[src/rtl/core/fpfa_pkg.sv]
// fpfa_pkg: shared codes, defaults and sequencer states of the partition allocator
// depends on nothing; used by fixed_partition_fit_allocator_top
package fpfa_pkg;

   localparam int DEF_PARTITIONS    = 8;
   localparam int DEF_PROCESS_SLOTS = 8;
   localparam int DEF_SIZE_BITS     = 16;

   localparam int BASE_BITS = 20;

   // operation codes
   localparam logic [1:0] OP_DEFINE    = 2'd0;
   localparam logic [1:0] OP_SUBMIT    = 2'd1;
   localparam logic [1:0] OP_TERMINATE = 2'd2;

   // fit policy codes
   localparam logic [1:0] FIT_FIRST = 2'd0;
   localparam logic [1:0] FIT_BEST  = 2'd1;
   localparam logic [1:0] FIT_WORST = 2'd2;

   // status codes
   localparam logic [2:0] ST_OK         = 3'd0;
   localparam logic [2:0] ST_PART_FULL  = 3'd1;
   localparam logic [2:0] ST_SLOT_FULL  = 3'd2;
   localparam logic [2:0] ST_NOT_FOUND  = 3'd3;
   localparam logic [2:0] ST_INVALID    = 3'd4;

   // result kinds
   localparam logic KIND_ASSIGN = 1'b0;
   localparam logic KIND_STATUS = 1'b1;

   // register indexes
   localparam logic REG_FIT_POLICY = 1'b0;

   typedef enum logic [2:0] {
      S_IDLE,
      S_OPSCAN,
      S_FREE,
      S_SLOT,
      S_PSCAN,
      S_EMIT,
      S_STATUS
   } seq_state_type;

endpackage

[src/rtl/core/fixed_partition_fit_allocator_top.sv]
// fixed_partition_fit_allocator_top: fixed partition allocator with fit policies
// depends on fpfa_pkg
//
// Each request word defines a partition, submits a process or terminates one.
// Afterwards every waiting slot is tried in slot order. Each placement gives one
// assignment word, and one closing status word with last_result set ends the request.
// Partition sizes and bases sit in a synchronous memory that is read once per cycle
// in a pipelined scan. A request is accepted, a slot search finds a free slot or the
// named slot if there is one, and a terminate of a placed process then frees the
// lowest partition that the name owns. The placement pass then scans the partitions
// for each waiting slot, and each assignment word and the status word wait while the
// result channel stalls. One request is worked on at a time, and results wait in an
// output register. fit_policy is written over the csr port at byte address 0.
module fixed_partition_fit_allocator_top #(
   parameter int PARTITIONS    = fpfa_pkg::DEF_PARTITIONS,
   parameter int PROCESS_SLOTS = fpfa_pkg::DEF_PROCESS_SLOTS,
   parameter int SIZE_BITS     = fpfa_pkg::DEF_SIZE_BITS
) (
   input  logic        clock,
   input  logic        reset,
   // request channel
   input  logic        req_valid,
   output logic        req_ready,
   input  logic [1:0]  req_operation,
   input  logic [7:0]  req_process_name,
   input  logic [15:0] req_amount,
   // result channel
   output logic        rsp_valid,
   input  logic        rsp_ready,
   output logic        rsp_result_kind,
   output logic [2:0]  rsp_status_code,
   output logic [7:0]  rsp_placed_name,
   output logic [2:0]  rsp_partition_index,
   output logic [18:0] rsp_partition_base,
   output logic [15:0] rsp_internal_waste,
   output logic        rsp_last_result,
   // configuration port
   input  logic        csr_psel,
   input  logic        csr_penable,
   input  logic        csr_pwrite,
   input  logic [2:0]  csr_paddr,
   input  logic [31:0] csr_pwdata,
   output logic [31:0] csr_prdata,
   output logic        csr_pready
);

   localparam int PW = (PARTITIONS > 1) ? $clog2(PARTITIONS) : 1;
   localparam int CW = $clog2(PARTITIONS + 1);
   localparam int SW = (PROCESS_SLOTS > 1) ? $clog2(PROCESS_SLOTS) : 1;
   localparam int BB = fpfa_pkg::BASE_BITS;
   localparam logic [CW-1:0] PART_MAX  = CW'(PARTITIONS);
   localparam logic [SW-1:0] SLOT_LAST = SW'(PROCESS_SLOTS - 1);

   // configuration register
   logic [1:0] fit_policy_ff;
   logic       csr_wr;

   assign csr_pready = 1'b1;
   assign csr_wr = csr_psel & csr_penable & csr_pwrite;
   assign csr_prdata = (csr_paddr[2] == fpfa_pkg::REG_FIT_POLICY) ?
                       {30'd0, fit_policy_ff} : 32'd0;

   always_ff @(posedge clock) begin
      if (reset) begin
         fit_policy_ff <= fpfa_pkg::FIT_FIRST;
      end else if (csr_wr && csr_paddr[2] == fpfa_pkg::REG_FIT_POLICY) begin
         fit_policy_ff <= csr_pwdata[1:0];
      end
   end

   // partition memory: size and base
   logic [SIZE_BITS-1:0] mem_size [PARTITIONS];
   logic [BB-1:0]        mem_base [PARTITIONS];
   logic                 mem_we;
   logic [PW-1:0]        mem_waddr;
   logic [PW-1:0]        mem_raddr;
   logic [SIZE_BITS-1:0] rd_size_ff;
   logic [BB-1:0]        rd_base_ff;

   // flop state
   logic                 part_busy_ff  [PARTITIONS];
   logic [7:0]           part_owner_ff [PARTITIONS];
   logic [CW-1:0]        part_count_ff;
   logic [BB-1:0]        run_base_ff;
   logic [7:0]           slot_name_ff  [PROCESS_SLOTS];
   logic [SIZE_BITS-1:0] slot_size_ff  [PROCESS_SLOTS];
   logic                 slot_placed_ff[PROCESS_SLOTS];

   // sequencer registers
   fpfa_pkg::seq_state_type state_ff, state_in;
   logic [1:0]           op_ff;
   logic [7:0]           name_ff;
   logic [SIZE_BITS-1:0] amt_ff;
   logic [2:0]           status_ff;
   logic [SW-1:0]        si_ff;
   logic [CW-1:0]        pj_ff;
   logic                 chk_vld_ff;
   logic [PW-1:0]        chk_idx_ff;
   logic                 have_ff;
   logic [PW-1:0]        pick_idx_ff;
   logic [BB-1:0]        pick_base_ff;
   logic [SIZE_BITS-1:0] pick_left_ff;
   logic [SIZE_BITS-1:0] need_ff;
   logic [7:0]           pname_ff;

   logic [SIZE_BITS-1:0] amt_cut;
   logic                 accept;
   logic                 out_free;
   logic                 rsp_load;
   logic                 issue;
   logic                 fits;
   logic [SIZE_BITS-1:0] left;
   logic                 take;

   always_ff @(posedge clock) begin
      if (mem_we) begin
         mem_size[mem_waddr] <= amt_cut;
         mem_base[mem_waddr] <= run_base_ff;
      end
      rd_size_ff <= mem_size[mem_raddr];
      rd_base_ff <= mem_base[mem_raddr];
   end

   // output register
   logic        rsp_valid_ff;
   logic        rsp_kind_ff;
   logic [2:0]  rsp_status_ff;
   logic [7:0]  rsp_name_ff;
   logic [2:0]  rsp_index_ff;
   logic [18:0] rsp_base_ff;
   logic [15:0] rsp_waste_ff;

   assign rsp_valid           = rsp_valid_ff;
   assign rsp_result_kind     = rsp_kind_ff;
   assign rsp_status_code     = rsp_status_ff;
   assign rsp_placed_name     = rsp_name_ff;
   assign rsp_partition_index = rsp_index_ff;
   assign rsp_partition_base  = rsp_base_ff;
   assign rsp_internal_waste  = rsp_waste_ff;
   assign rsp_last_result     = rsp_kind_ff;

   assign amt_cut   = SIZE_BITS'(req_amount);
   assign req_ready = (state_ff == fpfa_pkg::S_IDLE);
   assign accept    = req_valid & req_ready;
   assign out_free  = ~rsp_valid_ff | rsp_ready;
   assign rsp_load  = out_free && (state_ff == fpfa_pkg::S_EMIT ||
                                   state_ff == fpfa_pkg::S_STATUS);
   assign mem_we    = accept && req_operation == fpfa_pkg::OP_DEFINE &&
                      amt_cut != '0 && part_count_ff < PART_MAX;
   assign mem_waddr = part_count_ff[PW-1:0];
   assign mem_raddr = pj_ff[PW-1:0];
   assign issue     = (state_ff == fpfa_pkg::S_PSCAN) && (pj_ff < part_count_ff);

   // fit test on the partition read last cycle
   assign fits = chk_vld_ff && !part_busy_ff[chk_idx_ff] && rd_size_ff >= need_ff;
   assign left = rd_size_ff - need_ff;
   always_comb begin
      take = 1'b0;
      if (fits) begin
         case (fit_policy_ff)
            fpfa_pkg::FIT_FIRST: take = !have_ff;
            fpfa_pkg::FIT_BEST:  take = !have_ff || left < pick_left_ff;
            fpfa_pkg::FIT_WORST: take = !have_ff || left > pick_left_ff;
            default:             take = 1'b0;
         endcase
      end
   end

   // next state
   always_comb begin
      state_in = state_ff;
      case (state_ff)
         fpfa_pkg::S_IDLE: begin
            if (accept) begin
               if ((req_operation == fpfa_pkg::OP_SUBMIT &&
                    req_process_name != 8'd0 && amt_cut != '0) ||
                   (req_operation == fpfa_pkg::OP_TERMINATE &&
                    req_process_name != 8'd0))
                  state_in = fpfa_pkg::S_OPSCAN;
               else
                  state_in = fpfa_pkg::S_SLOT;
            end
         end
         fpfa_pkg::S_OPSCAN: begin
            if (op_ff == fpfa_pkg::OP_SUBMIT && slot_size_ff[si_ff] == '0)
               state_in = fpfa_pkg::S_SLOT;
            else if (op_ff == fpfa_pkg::OP_TERMINATE && slot_size_ff[si_ff] != '0 &&
                     slot_name_ff[si_ff] == name_ff)
               state_in = slot_placed_ff[si_ff] ? fpfa_pkg::S_FREE : fpfa_pkg::S_SLOT;
            else if (si_ff == SLOT_LAST)
               state_in = fpfa_pkg::S_SLOT;
         end
         fpfa_pkg::S_FREE: begin
            if (pj_ff >= part_count_ff)
               state_in = fpfa_pkg::S_SLOT;
            else if (part_busy_ff[pj_ff[PW-1:0]] && part_owner_ff[pj_ff[PW-1:0]] == name_ff)
               state_in = fpfa_pkg::S_SLOT;
         end
         fpfa_pkg::S_SLOT: begin
            if (slot_size_ff[si_ff] != '0 && !slot_placed_ff[si_ff])
               state_in = fpfa_pkg::S_PSCAN;
            else if (si_ff == SLOT_LAST)
               state_in = fpfa_pkg::S_STATUS;
         end
         fpfa_pkg::S_PSCAN: begin
            if (!issue && !chk_vld_ff) begin
               if (have_ff)
                  state_in = fpfa_pkg::S_EMIT;
               else if (si_ff == SLOT_LAST)
                  state_in = fpfa_pkg::S_STATUS;
               else
                  state_in = fpfa_pkg::S_SLOT;
            end
         end
         fpfa_pkg::S_EMIT: begin
            if (out_free)
               state_in = (si_ff == SLOT_LAST) ? fpfa_pkg::S_STATUS : fpfa_pkg::S_SLOT;
         end
         fpfa_pkg::S_STATUS: begin
            if (out_free)
               state_in = fpfa_pkg::S_IDLE;
         end
         default: state_in = fpfa_pkg::S_IDLE;
      endcase
   end

   always_ff @(posedge clock) begin
      if (reset)
         state_ff <= fpfa_pkg::S_IDLE;
      else
         state_ff <= state_in;
   end

   // datapath and table updates
   always_ff @(posedge clock) begin
      if (reset) begin
         part_count_ff <= '0;
         run_base_ff   <= '0;
         rsp_valid_ff  <= 1'b0;
         chk_vld_ff    <= 1'b0;
         have_ff       <= 1'b0;
         for (int p = 0; p < PARTITIONS; p++) begin
            part_busy_ff[p]  <= 1'b0;
            part_owner_ff[p] <= 8'd0;
         end
         for (int s = 0; s < PROCESS_SLOTS; s++) begin
            slot_name_ff[s]   <= 8'd0;
            slot_size_ff[s]   <= '0;
            slot_placed_ff[s] <= 1'b0;
         end
      end else begin
         // output word valid: load wins over a drain
         if (rsp_load)
            rsp_valid_ff <= 1'b1;
         else if (rsp_ready)
            rsp_valid_ff <= 1'b0;
         chk_vld_ff <= issue;
         chk_idx_ff <= pj_ff[PW-1:0];
         case (state_ff)
            fpfa_pkg::S_IDLE: begin
               if (accept) begin
                  op_ff   <= req_operation;
                  name_ff <= req_process_name;
                  amt_ff  <= amt_cut;
                  si_ff   <= '0;
                  case (req_operation)
                     fpfa_pkg::OP_DEFINE: begin
                        if (amt_cut == '0)
                           status_ff <= fpfa_pkg::ST_INVALID;
                        else if (part_count_ff >= PART_MAX)
                           status_ff <= fpfa_pkg::ST_PART_FULL;
                        else begin
                           status_ff <= fpfa_pkg::ST_OK;
                           part_busy_ff[part_count_ff[PW-1:0]]  <= 1'b0;
                           part_owner_ff[part_count_ff[PW-1:0]] <= 8'd0;
                           run_base_ff   <= run_base_ff + BB'(amt_cut);
                           part_count_ff <= part_count_ff + 1'b1;
                        end
                     end
                     fpfa_pkg::OP_SUBMIT: begin
                        if (req_process_name == 8'd0 || amt_cut == '0)
                           status_ff <= fpfa_pkg::ST_INVALID;
                        else
                           status_ff <= fpfa_pkg::ST_SLOT_FULL;
                     end
                     fpfa_pkg::OP_TERMINATE: begin
                        if (req_process_name == 8'd0)
                           status_ff <= fpfa_pkg::ST_INVALID;
                        else
                           status_ff <= fpfa_pkg::ST_NOT_FOUND;
                     end
                     default: status_ff <= fpfa_pkg::ST_OK;
                  endcase
               end
            end
            // find a free slot or the named slot
            fpfa_pkg::S_OPSCAN: begin
               if (op_ff == fpfa_pkg::OP_SUBMIT && slot_size_ff[si_ff] == '0) begin
                  slot_name_ff[si_ff]   <= name_ff;
                  slot_size_ff[si_ff]   <= amt_ff;
                  slot_placed_ff[si_ff] <= 1'b0;
                  status_ff <= fpfa_pkg::ST_OK;
                  si_ff     <= '0;
               end else if (op_ff == fpfa_pkg::OP_TERMINATE && slot_size_ff[si_ff] != '0 &&
                            slot_name_ff[si_ff] == name_ff) begin
                  slot_name_ff[si_ff]   <= 8'd0;
                  slot_size_ff[si_ff]   <= '0;
                  slot_placed_ff[si_ff] <= 1'b0;
                  status_ff <= fpfa_pkg::ST_OK;
                  si_ff     <= '0;
                  pj_ff     <= '0;
               end else if (si_ff == SLOT_LAST)
                  si_ff <= '0;
               else
                  si_ff <= si_ff + 1'b1;
            end
            // release the lowest partition owned by the name
            fpfa_pkg::S_FREE: begin
               if (pj_ff < part_count_ff) begin
                  if (part_busy_ff[pj_ff[PW-1:0]] && part_owner_ff[pj_ff[PW-1:0]] == name_ff) begin
                     part_busy_ff[pj_ff[PW-1:0]]  <= 1'b0;
                     part_owner_ff[pj_ff[PW-1:0]] <= 8'd0;
                  end
                  pj_ff <= pj_ff + 1'b1;
               end
            end
            // pick the next waiting slot
            fpfa_pkg::S_SLOT: begin
               if (slot_size_ff[si_ff] != '0 && !slot_placed_ff[si_ff]) begin
                  need_ff  <= slot_size_ff[si_ff];
                  pname_ff <= slot_name_ff[si_ff];
                  pj_ff    <= '0;
                  have_ff  <= 1'b0;
               end else if (si_ff != SLOT_LAST)
                  si_ff <= si_ff + 1'b1;
            end
            // pipelined partition scan
            fpfa_pkg::S_PSCAN: begin
               if (issue)
                  pj_ff <= pj_ff + 1'b1;
               if (take) begin
                  have_ff      <= 1'b1;
                  pick_idx_ff  <= chk_idx_ff;
                  pick_base_ff <= rd_base_ff;
                  pick_left_ff <= left;
               end
               if (!issue && !chk_vld_ff && !have_ff && si_ff != SLOT_LAST)
                  si_ff <= si_ff + 1'b1;
            end
            // assignment word
            fpfa_pkg::S_EMIT: begin
               if (out_free) begin
                  rsp_kind_ff   <= fpfa_pkg::KIND_ASSIGN;
                  rsp_status_ff <= fpfa_pkg::ST_OK;
                  rsp_name_ff   <= pname_ff;
                  rsp_index_ff  <= 3'(pick_idx_ff);
                  rsp_base_ff   <= pick_base_ff[18:0];
                  rsp_waste_ff  <= 16'(pick_left_ff);
                  part_busy_ff[pick_idx_ff]  <= 1'b1;
                  part_owner_ff[pick_idx_ff] <= pname_ff;
                  slot_placed_ff[si_ff]      <= 1'b1;
                  have_ff <= 1'b0;
                  if (si_ff != SLOT_LAST)
                     si_ff <= si_ff + 1'b1;
               end
            end
            // closing status word
            fpfa_pkg::S_STATUS: begin
               if (out_free) begin
                  rsp_kind_ff   <= fpfa_pkg::KIND_STATUS;
                  rsp_status_ff <= status_ff;
                  rsp_name_ff   <= 8'd0;
                  rsp_index_ff  <= 3'd0;
                  rsp_base_ff   <= 19'd0;
                  rsp_waste_ff  <= 16'd0;
               end
            end
            default: ;
         endcase
      end
   end

endmodule
[config.mk]
export PLATFORM = sky130hd
export DESIGN_NAME = fixed_partition_fit_allocator_top
export DESIGN_NICKNAME = d
export VERILOG_FILES = /design/src/rtl/core/fpfa_pkg.sv /design/src/rtl/core/fixed_partition_fit_allocator_top.sv
export SDC_FILE = /design/constraint.sdc
export NUM_CORES = 1
export LEC_CHECK = 0
export BUFFER_PORTS_ARGS = -buffer_cell sky130_fd_sc_hd__buf_2
export CORE_ASPECT_RATIO = 2
export CORE_MARGIN = 3
export CORE_UTILIZATION = 55
export DETAILED_ROUTE_END_ITERATION = 8
export GPL_ROUTABILITY_DRIVEN = 0
export PLACE_DENSITY_LB_ADDON = 0.2
export SYNTH_ARGS = -nofsm -noshare
export SYNTH_HDL_FRONTEND = slang
export SYNTH_SLANG_ARGS = --single-unit
[constraint.sdc]
create_clock -name clock -period 4.63 [get_ports clock]
set_clock_uncertainty 0.05 [all_clocks]
set_input_delay 0 -clock clock [delete_from_list [all_inputs] [get_ports clock]]
set_output_delay 0 -clock clock [all_outputs]
set_load 0.01 [all_outputs]
=== Word-level counts from Yosys, hierarchy flattened ===
Memories as Yosys holds them, arrays and structs flattened. A register that Yosys moved wholly into a read port is not among the register bits.
Index checks and enable logic that the tools add are counted.

* Flip-flop bits (word level): 183
* Bits in writable memories: 560
* Input port bits: 68
* Output and inout bits: 86
* Memories kept: 7

* $add $sub $neg: 5
* Order comparisons: 7
* Equality and inequality tests: 32
* Multiplexer cells: 130
* Bitwise logic cells: 13
* Reduce and logical (&&, ||, !) cells: 63

{| class="wikitable"
|+ Memory list
! memory !! depth !! width !! read ports !! clocked after Yosys merged registers in !! write ports !! line !! RTL
|-
| mem_base || 8 || 20 || 1 || 1 || 1 || fixed_partition_fit_allocator_top.sv:73 || <nowiki>logic [BB-1:0] mem_base [PARTITIONS];</nowiki>
|-
| mem_size || 8 || 16 || 1 || 1 || 1 || fixed_partition_fit_allocator_top.sv:72 || <nowiki>logic [SIZE_BITS-1:0] mem_size [PARTITIONS];</nowiki>
|-
| slot_size_ff || 8 || 16 || 1 || 1 || 8 || fixed_partition_fit_allocator_top.sv:86 || <nowiki>logic [SIZE_BITS-1:0] slot_size_ff [PROCESS_SLOTS];</nowiki>
|-
| part_owner_ff || 8 || 8 || 1 || 1 || 8 || fixed_partition_fit_allocator_top.sv:82 || <nowiki>logic [7:0] part_owner_ff [PARTITIONS];</nowiki>
|-
| slot_name_ff || 8 || 8 || 1 || 1 || 8 || fixed_partition_fit_allocator_top.sv:85 || <nowiki>logic [7:0] slot_name_ff [PROCESS_SLOTS];</nowiki>
|-
| part_busy_ff || 8 || 1 || 2 || 2 || 8 || fixed_partition_fit_allocator_top.sv:81 || <nowiki>logic part_busy_ff [PARTITIONS];</nowiki>
|-
| 1 more memories || - || - || - || - || - || - ||
|}

{| class="wikitable"
|+ Operators with widths
! cell !! count
|-
| $mux W3 || 44
|-
| $mux W16 || 4
|-
| $mux W8 || 7
|-
| $mux W1 || 53
|-
| $mux W19 || 2
|-
| $pmux W19 S2 || 1
|-
| $logic_not A16 Y1 || 2
|-
| $pmux W16 S2 || 1
|-
| $reduce_bool A16 Y1 || 2
|-
| $reduce_or A8 Y1 || 4
|-
| $pmux W3 S7 || 1
|-
| $add A20 B16 Y20 || 1
|-
| $mux W4 || 5
|-
| $logic_and A1 B1 Y1 || 19
|-
| $ne A2 B2 Y1 const B || 9
|-
| $pmux W3 S2 || 3
|-
| $eq A8 B8 Y1 || 2
|-
| $ge A16 B16 Y1 || 1
|-
| $gt A16 B16 Y1 || 1
|-
| $lt A16 B16 Y1 || 1
|-
| $pmux W4 S4 || 1
|-
| $pmux W8 S2 || 1
|-
| $reduce_or A16 Y1 || 1
|-
| $sub A16 B16 Y16 || 1
|-
| 38 further kinds || 83
|}

=== Longest topological paths before layout ===
* Depth after elaboration: 12
* Depth in mapped cells: 21
* Gate-level depth less buffers: 21

=== Least setup slack after synthesis ===
No wires, ideal clock.

* Kind: register -> register
* Start: reg state_ff[0]
* End: reg rsp_waste_ff[0], in the netlist rsp_internal_waste[0] (enable)
* Arrival: 4.557 ns
* Slack: -0.497 ns
* Stages on the path, launching flop included: 6
* Path buffers: 2
* Clock period less this slack: 5.127 ns
* Cell sequence: dfxtp_1 > clkbuf_1 > buf_1 > xor2_1 > nand2_1 > nor3_1

* Word-level cells in the longest chain between the ends: 3

{| class="wikitable"
|+ RTL lines
! element !! line !! RTL
|-
| start: declaration || fixed_partition_fit_allocator_top.sv:90 || <nowiki>fpfa_pkg::seq_state_type state_ff, state_in;</nowiki>
|-
| start signal: assignment || fixed_partition_fit_allocator_top.sv:229 || <nowiki>state_ff <= fpfa_pkg::S_IDLE;</nowiki>
|-
| start signal: assignment || fixed_partition_fit_allocator_top.sv:231 || <nowiki>state_ff <= state_in;</nowiki>
|-
| $eq A3 B3 Y1 || fixed_partition_fit_allocator_top.sv:259 || <nowiki>case (state_ff)</nowiki>
|-
| $ne A2 B2 Y1 (no line) or $reduce_bool A2 Y1 (tied branches) || - ||
|-
| $reduce_and A4 Y1 (no line) (*) || - ||
|-
| end signal: assignment || fixed_partition_fit_allocator_top.sv:358 || <nowiki>rsp_waste_ff <= 16'(pick_left_ff);</nowiki>
|-
| end: declaration || fixed_partition_fit_allocator_top.sv:131 || <nowiki>logic [15:0] rsp_waste_ff;</nowiki>
|}

Every way passes the cells marked *; elsewhere a longest branch is shown, timed or not.
A chain may end at the register's enable or synchronous reset.

=== Worst setup path after layout ===
* Start: reg need_ff[1] (read register of slot_size_ff)
* End: reg pick_base_ff[7] (enable)

* Word-level cells in the longest chain between the ends: 6

{| class="wikitable"
|+ RTL lines
! element !! line !! RTL
|-
| start: declaration || fixed_partition_fit_allocator_top.sv:103 || <nowiki>logic [SIZE_BITS-1:0] need_ff;</nowiki>
|-
| $sub A16 B16 Y16 (*) || fixed_partition_fit_allocator_top.sv:156 || <nowiki>assign left = rd_size_ff - need_ff;</nowiki>
|-
| net left[13] || fixed_partition_fit_allocator_top.sv:112 || <nowiki>logic [SIZE_BITS-1:0] left;</nowiki>
|-
| $gt A16 B16 Y1 or $lt A16 B16 Y1 (tied branches) || fixed_partition_fit_allocator_top.sv:163, fixed_partition_fit_allocator_top.sv:162 ||
|-
| $logic_or A1 B1 Y1 (on tied branches) || fixed_partition_fit_allocator_top.sv:163, fixed_partition_fit_allocator_top.sv:162 ||
|-
| $pmux W1 S3 (*) || fixed_partition_fit_allocator_top.sv:160 || <nowiki>case (fit_policy_ff)</nowiki>
|-
| $mux W1 (*) || fixed_partition_fit_allocator_top.sv:159 || <nowiki>if (fits) begin</nowiki>
|-
| $reduce_and A3 Y1 (no line) (*) || - ||
|-
| end signal: assignment || fixed_partition_fit_allocator_top.sv:344 || <nowiki>pick_base_ff <= rd_base_ff;</nowiki>
|-
| end: declaration || fixed_partition_fit_allocator_top.sv:101 || <nowiki>logic [BB-1:0] pick_base_ff;</nowiki>
|}

The timed path passes the listed nets; every way through them passes the cells marked *.

==> impl_metrics.json <==
{
  "status": "complete, no violations",
  "num_io_pins": 154,
  "layout_common_cells": "edfxtp_1, nor2_1, nand2_1",
  "first_iter_violations": 1637,
  "core-area_um2": 59100,
  "synth_top_family_by_area": "multiplexers",
  "avgViaCountPerCell": 5.97,
  "drv_cap": 0,
  "initial_core_util_pct": 55.6,
  "yosysWarnings": 0,
  "routed_wl_um": 80300,
  "synth-edff-count": 703,
  "area_delta_synth_final_pct": 13.9,
  "hpwlAfterDp_um": 53700,
  "path_cells": "inv_2 -> ha_4 -> nor2b_4 -> o21ai_2 -> a21boi_2 -> o21a_1 -> o311ai_2 -> buf_4 -> a31oi_4 -> a21oi_2 -> o21bai_1 -> xor2_1 -> ha_1 -> nand4_1 -> a221o_1 -> a221oi_2 -> nand3b_1 -> and4_4 -> buf_12 -> clkbuf_16",
  "worstPathArrival_ps": 4830,
  "grt_pass1_vias": 19700,
  "placed_cells": 3008,
  "leakagePower_uw": 0.0133,
  "io_buffers": 90,
  "clockRootBuffer": "clkbuf_16",
  "maxSlewViolCount": 0,
  "clock_latency_ps": 610,
  "tightest_slew_ps": 926,
  "grt_max_degree": 53,
  "p_per_area_nw_per_um2": 486,
  "vdd_drop_max_uv": 400,
  "vias": 19000,
  "fin_area_um2": 37400,
  "drt.antenna.violating_nets": 0,
  "synth_fa_ha_area_share_pct": 2.48,
  "wire_per_inst_um": 25.3,
  "die_h_um": 352,
  "synth-async-reset-ratio_pct": 0,
  "placed_area_um2": 34600,
  "critPathMaxStageDelay_ps": 410,
  "die_width_um": 179,
  "slew_headroom_pct": 38.3,
  "critPathRequiredTime_ps": 4900,
  "timing.hold.ws_ps": 132,
  "synth_area_per_cell_um2": 15.2,
  "hold_viol_final": 0,
  "finalCritPeriodShare_pct": 98.4,
  "synth_xor_area_share_pct": 1.23,
  "setup_viol": 0,
  "clockBufferDepth": 3,
  "first_pass_iters": 5,
  "fin_crit_ps": 4560,
  "synth_flop_cell": "edfxtp_1",
  "h-tree-depth": 3,
  "grt_overflow": 0,
  "min_path_type": "input port to flop",
  "fin_nets": 2487,
  "die_area_um2": 62900,
  "clk_pin_slew_ps": 70,
  "synth.distinct_cells": 64,
  "numCtsBuffers": 66,
  "clock.fmax_mhz": 219,
  "rows": 126,
  "fin_cells": 3177,
  "critPathSlowestCell": "edfxtp_1",
  "end_kind": "flop",
  "grt_pass1_wl_um": 120000,
  "fillers": 4285,
  "crit_fanout": 8,
  "crit_type": "flop to flop",
  "synth_compound_area_share_pct": 3.61,
  "cts.sinks": 778,
  "drc": 0,
  "start_kind": "flop",
  "p_total_uw": 18200,
  "path_delay_family": "compound AO/OA/AOI/OAI gates",
  "postSynthCellCount": 2164,
  "ys_ff_latch": 778,
  "fin_tns_setup_ps": 0,
  "cts_tree": "built",
  "synth-seq-area-share_pct": 68.8,
  "mappedNetlistArea_um2": 32800,
  "path_buf_inv": 4,
  "drive_gt1_share_pct": 21.5,
  "synthMuxAreaShare_pct": 12.1,
  "antenna_found_initial": 5,
  "gr-usage-all-layers_pct": 25.9,
  "synth_simple_gate_area_share_pct": 8.95,
  "mostFrequentLayoutCell": "edfxtp_1"
}
-- sequential cells by signal, summed over array words and instances, names as in the netlist, 4 cells and up, named ones only --
name and flops:
amt_ff 16, mem_base 152, mem_size 128, name_ff 8, need_ff 16, part_busy_ff 8, part_count_ff 4, part_owner_ff 64
pick_base_ff 19, pick_left_ff 16, pj_ff 4, pname_ff 8, rd_base_ff 19, rd_size_ff 16, rsp_internal_waste 16, rsp_partition_base 19
rsp_placed_name 8, run_base_ff 19, slot_name_ff 64, slot_placed_ff 8, slot_size_ff 128
-- worst paths after layout --
path                                          start          endpoint  slack, ps  cells after the start
worst max-delay path                     need_ff[1]   pick_base_ff[7]         70                     20
worst min-delay path            req_process_name[4]        name_ff[4]        130                      2
worst max register to register           need_ff[1]   pick_base_ff[7]         70                     20
worst min register to register       rd_base_ff[10]  pick_base_ff[10]        350                      0
-- final cells by class --
type                            instances  area [um^2]  area share (%)
Sequential cell                       778        22600            60.5
Multi-Input combinational cell       1211         9600            25.7
Clock buffer                           84         1800            4.82
Timing Repair Buffer                  219         1700            4.53
Tap cell                              768          961            2.57
Clock inverter                         36          425            1.14
Inverter                               79          297           0.793
Antenna cell                            2         5.00          0.0134
-- kinds of logic after synthesis --
group                      after synthesis
AOI/OAI and AO/OA                      176
xor gates and xnor gates                46
adders and majority gates               64
buffers and inverters                  204
DFF                                    778
muxes                                  226
other                                    2
and+or+nand+nor                        668
-- metrics by stage --
step	util (%)	setup WS (ps)
detailed placement	58.5	-49.8
global placement	58.5	11.6
floorplan	-	-407
global route	63.3	-141
finish	63.3	73.9
CTS	62.8	59.4
-- synth_stat cells, types with 8 or more instances --
library cell / number / area, um^2
nand2b_1: 15 / 93.8
o211ai_1: 8 / 60.1
a21oi_1: 47 / 235
nor2_1: 345 / 1290
inv_1: 78 / 293
o21ai_0: 31 / 155
nand4_1: 10 / 62.6
mux2_2: 58 / 653
a22oi_1: 8 / 60.1
edfxtp_1: 703 / 21100
mux4_2: 130 / 2930
buf_2: 21 / 105
mux2i_1: 38 / 380
buf_4: 33 / 248
ha_1: 62 / 776
dfxtp_1: 75 / 1500
buf_1: 16 / 60.1
nand2_1: 136 / 510
and2_1: 43 / 269
xnor2_1: 31 / 272
nor2b_1: 15 / 93.8
a211oi_1: 8 / 60.1
xor2_1: 15 / 131
nor3_1: 26 / 130
nor4_1: 19 / 119
a21o_1: 11 / 82.6
and3_1: 12 / 75.1
nand3_1: 21 / 105
clkbuf_1: 54 / 203
-- power by group --
part / total, uW / leakage (uW) / internal (uW) / switching [uW]
registers: 8510 / 0.00729 / 8120 / 395
logic: 3940 / 0.00491 / 1800 / 2140
clock network: 5730 / 0.00109 / 3240 / 2490
total: 18200 / 0.0133 / 13200 / 5030
-- timing repair --
action	CTS	global route
pin swaps	0	23
hold endpoints to repair	168	0
gates resized for setup	2	33
setup buffers	0	9
gates cloned	0	3
setup endpoints to repair	38	114
hold buffers	35	0
-- worst register-to-register path, stage by stage, from the launching register on --
cell,delay (ps)
edfxtp_1,410
inv_2,100
ha_4,200
nor2b_4,120
o21ai_2,220
a21boi_2,100
o21a_1,230
o311ai_2,300
buf_4,180
a31oi_4,80
a21oi_2,180
o21bai_1,100
xor2_1,180
ha_1,310
nand4_1,150
a221o_1,320
a221oi_2,270
nand3b_1,180
and4_4,260
buf_12,140
clkbuf_16,180
-- layer usage --
layer / GRT usage (%) / vias to the layer above / wire length [um]
met3: 4.07 / 224 / 4930
met1: 29.7 / 9591 / 27700
met5: 0 / - / 25
met4: 12.5 / 4 / 3980
li1: - / 8410 / -
met2: 46.9 / 743 / 43600
(Power assumes the default switching activity.)
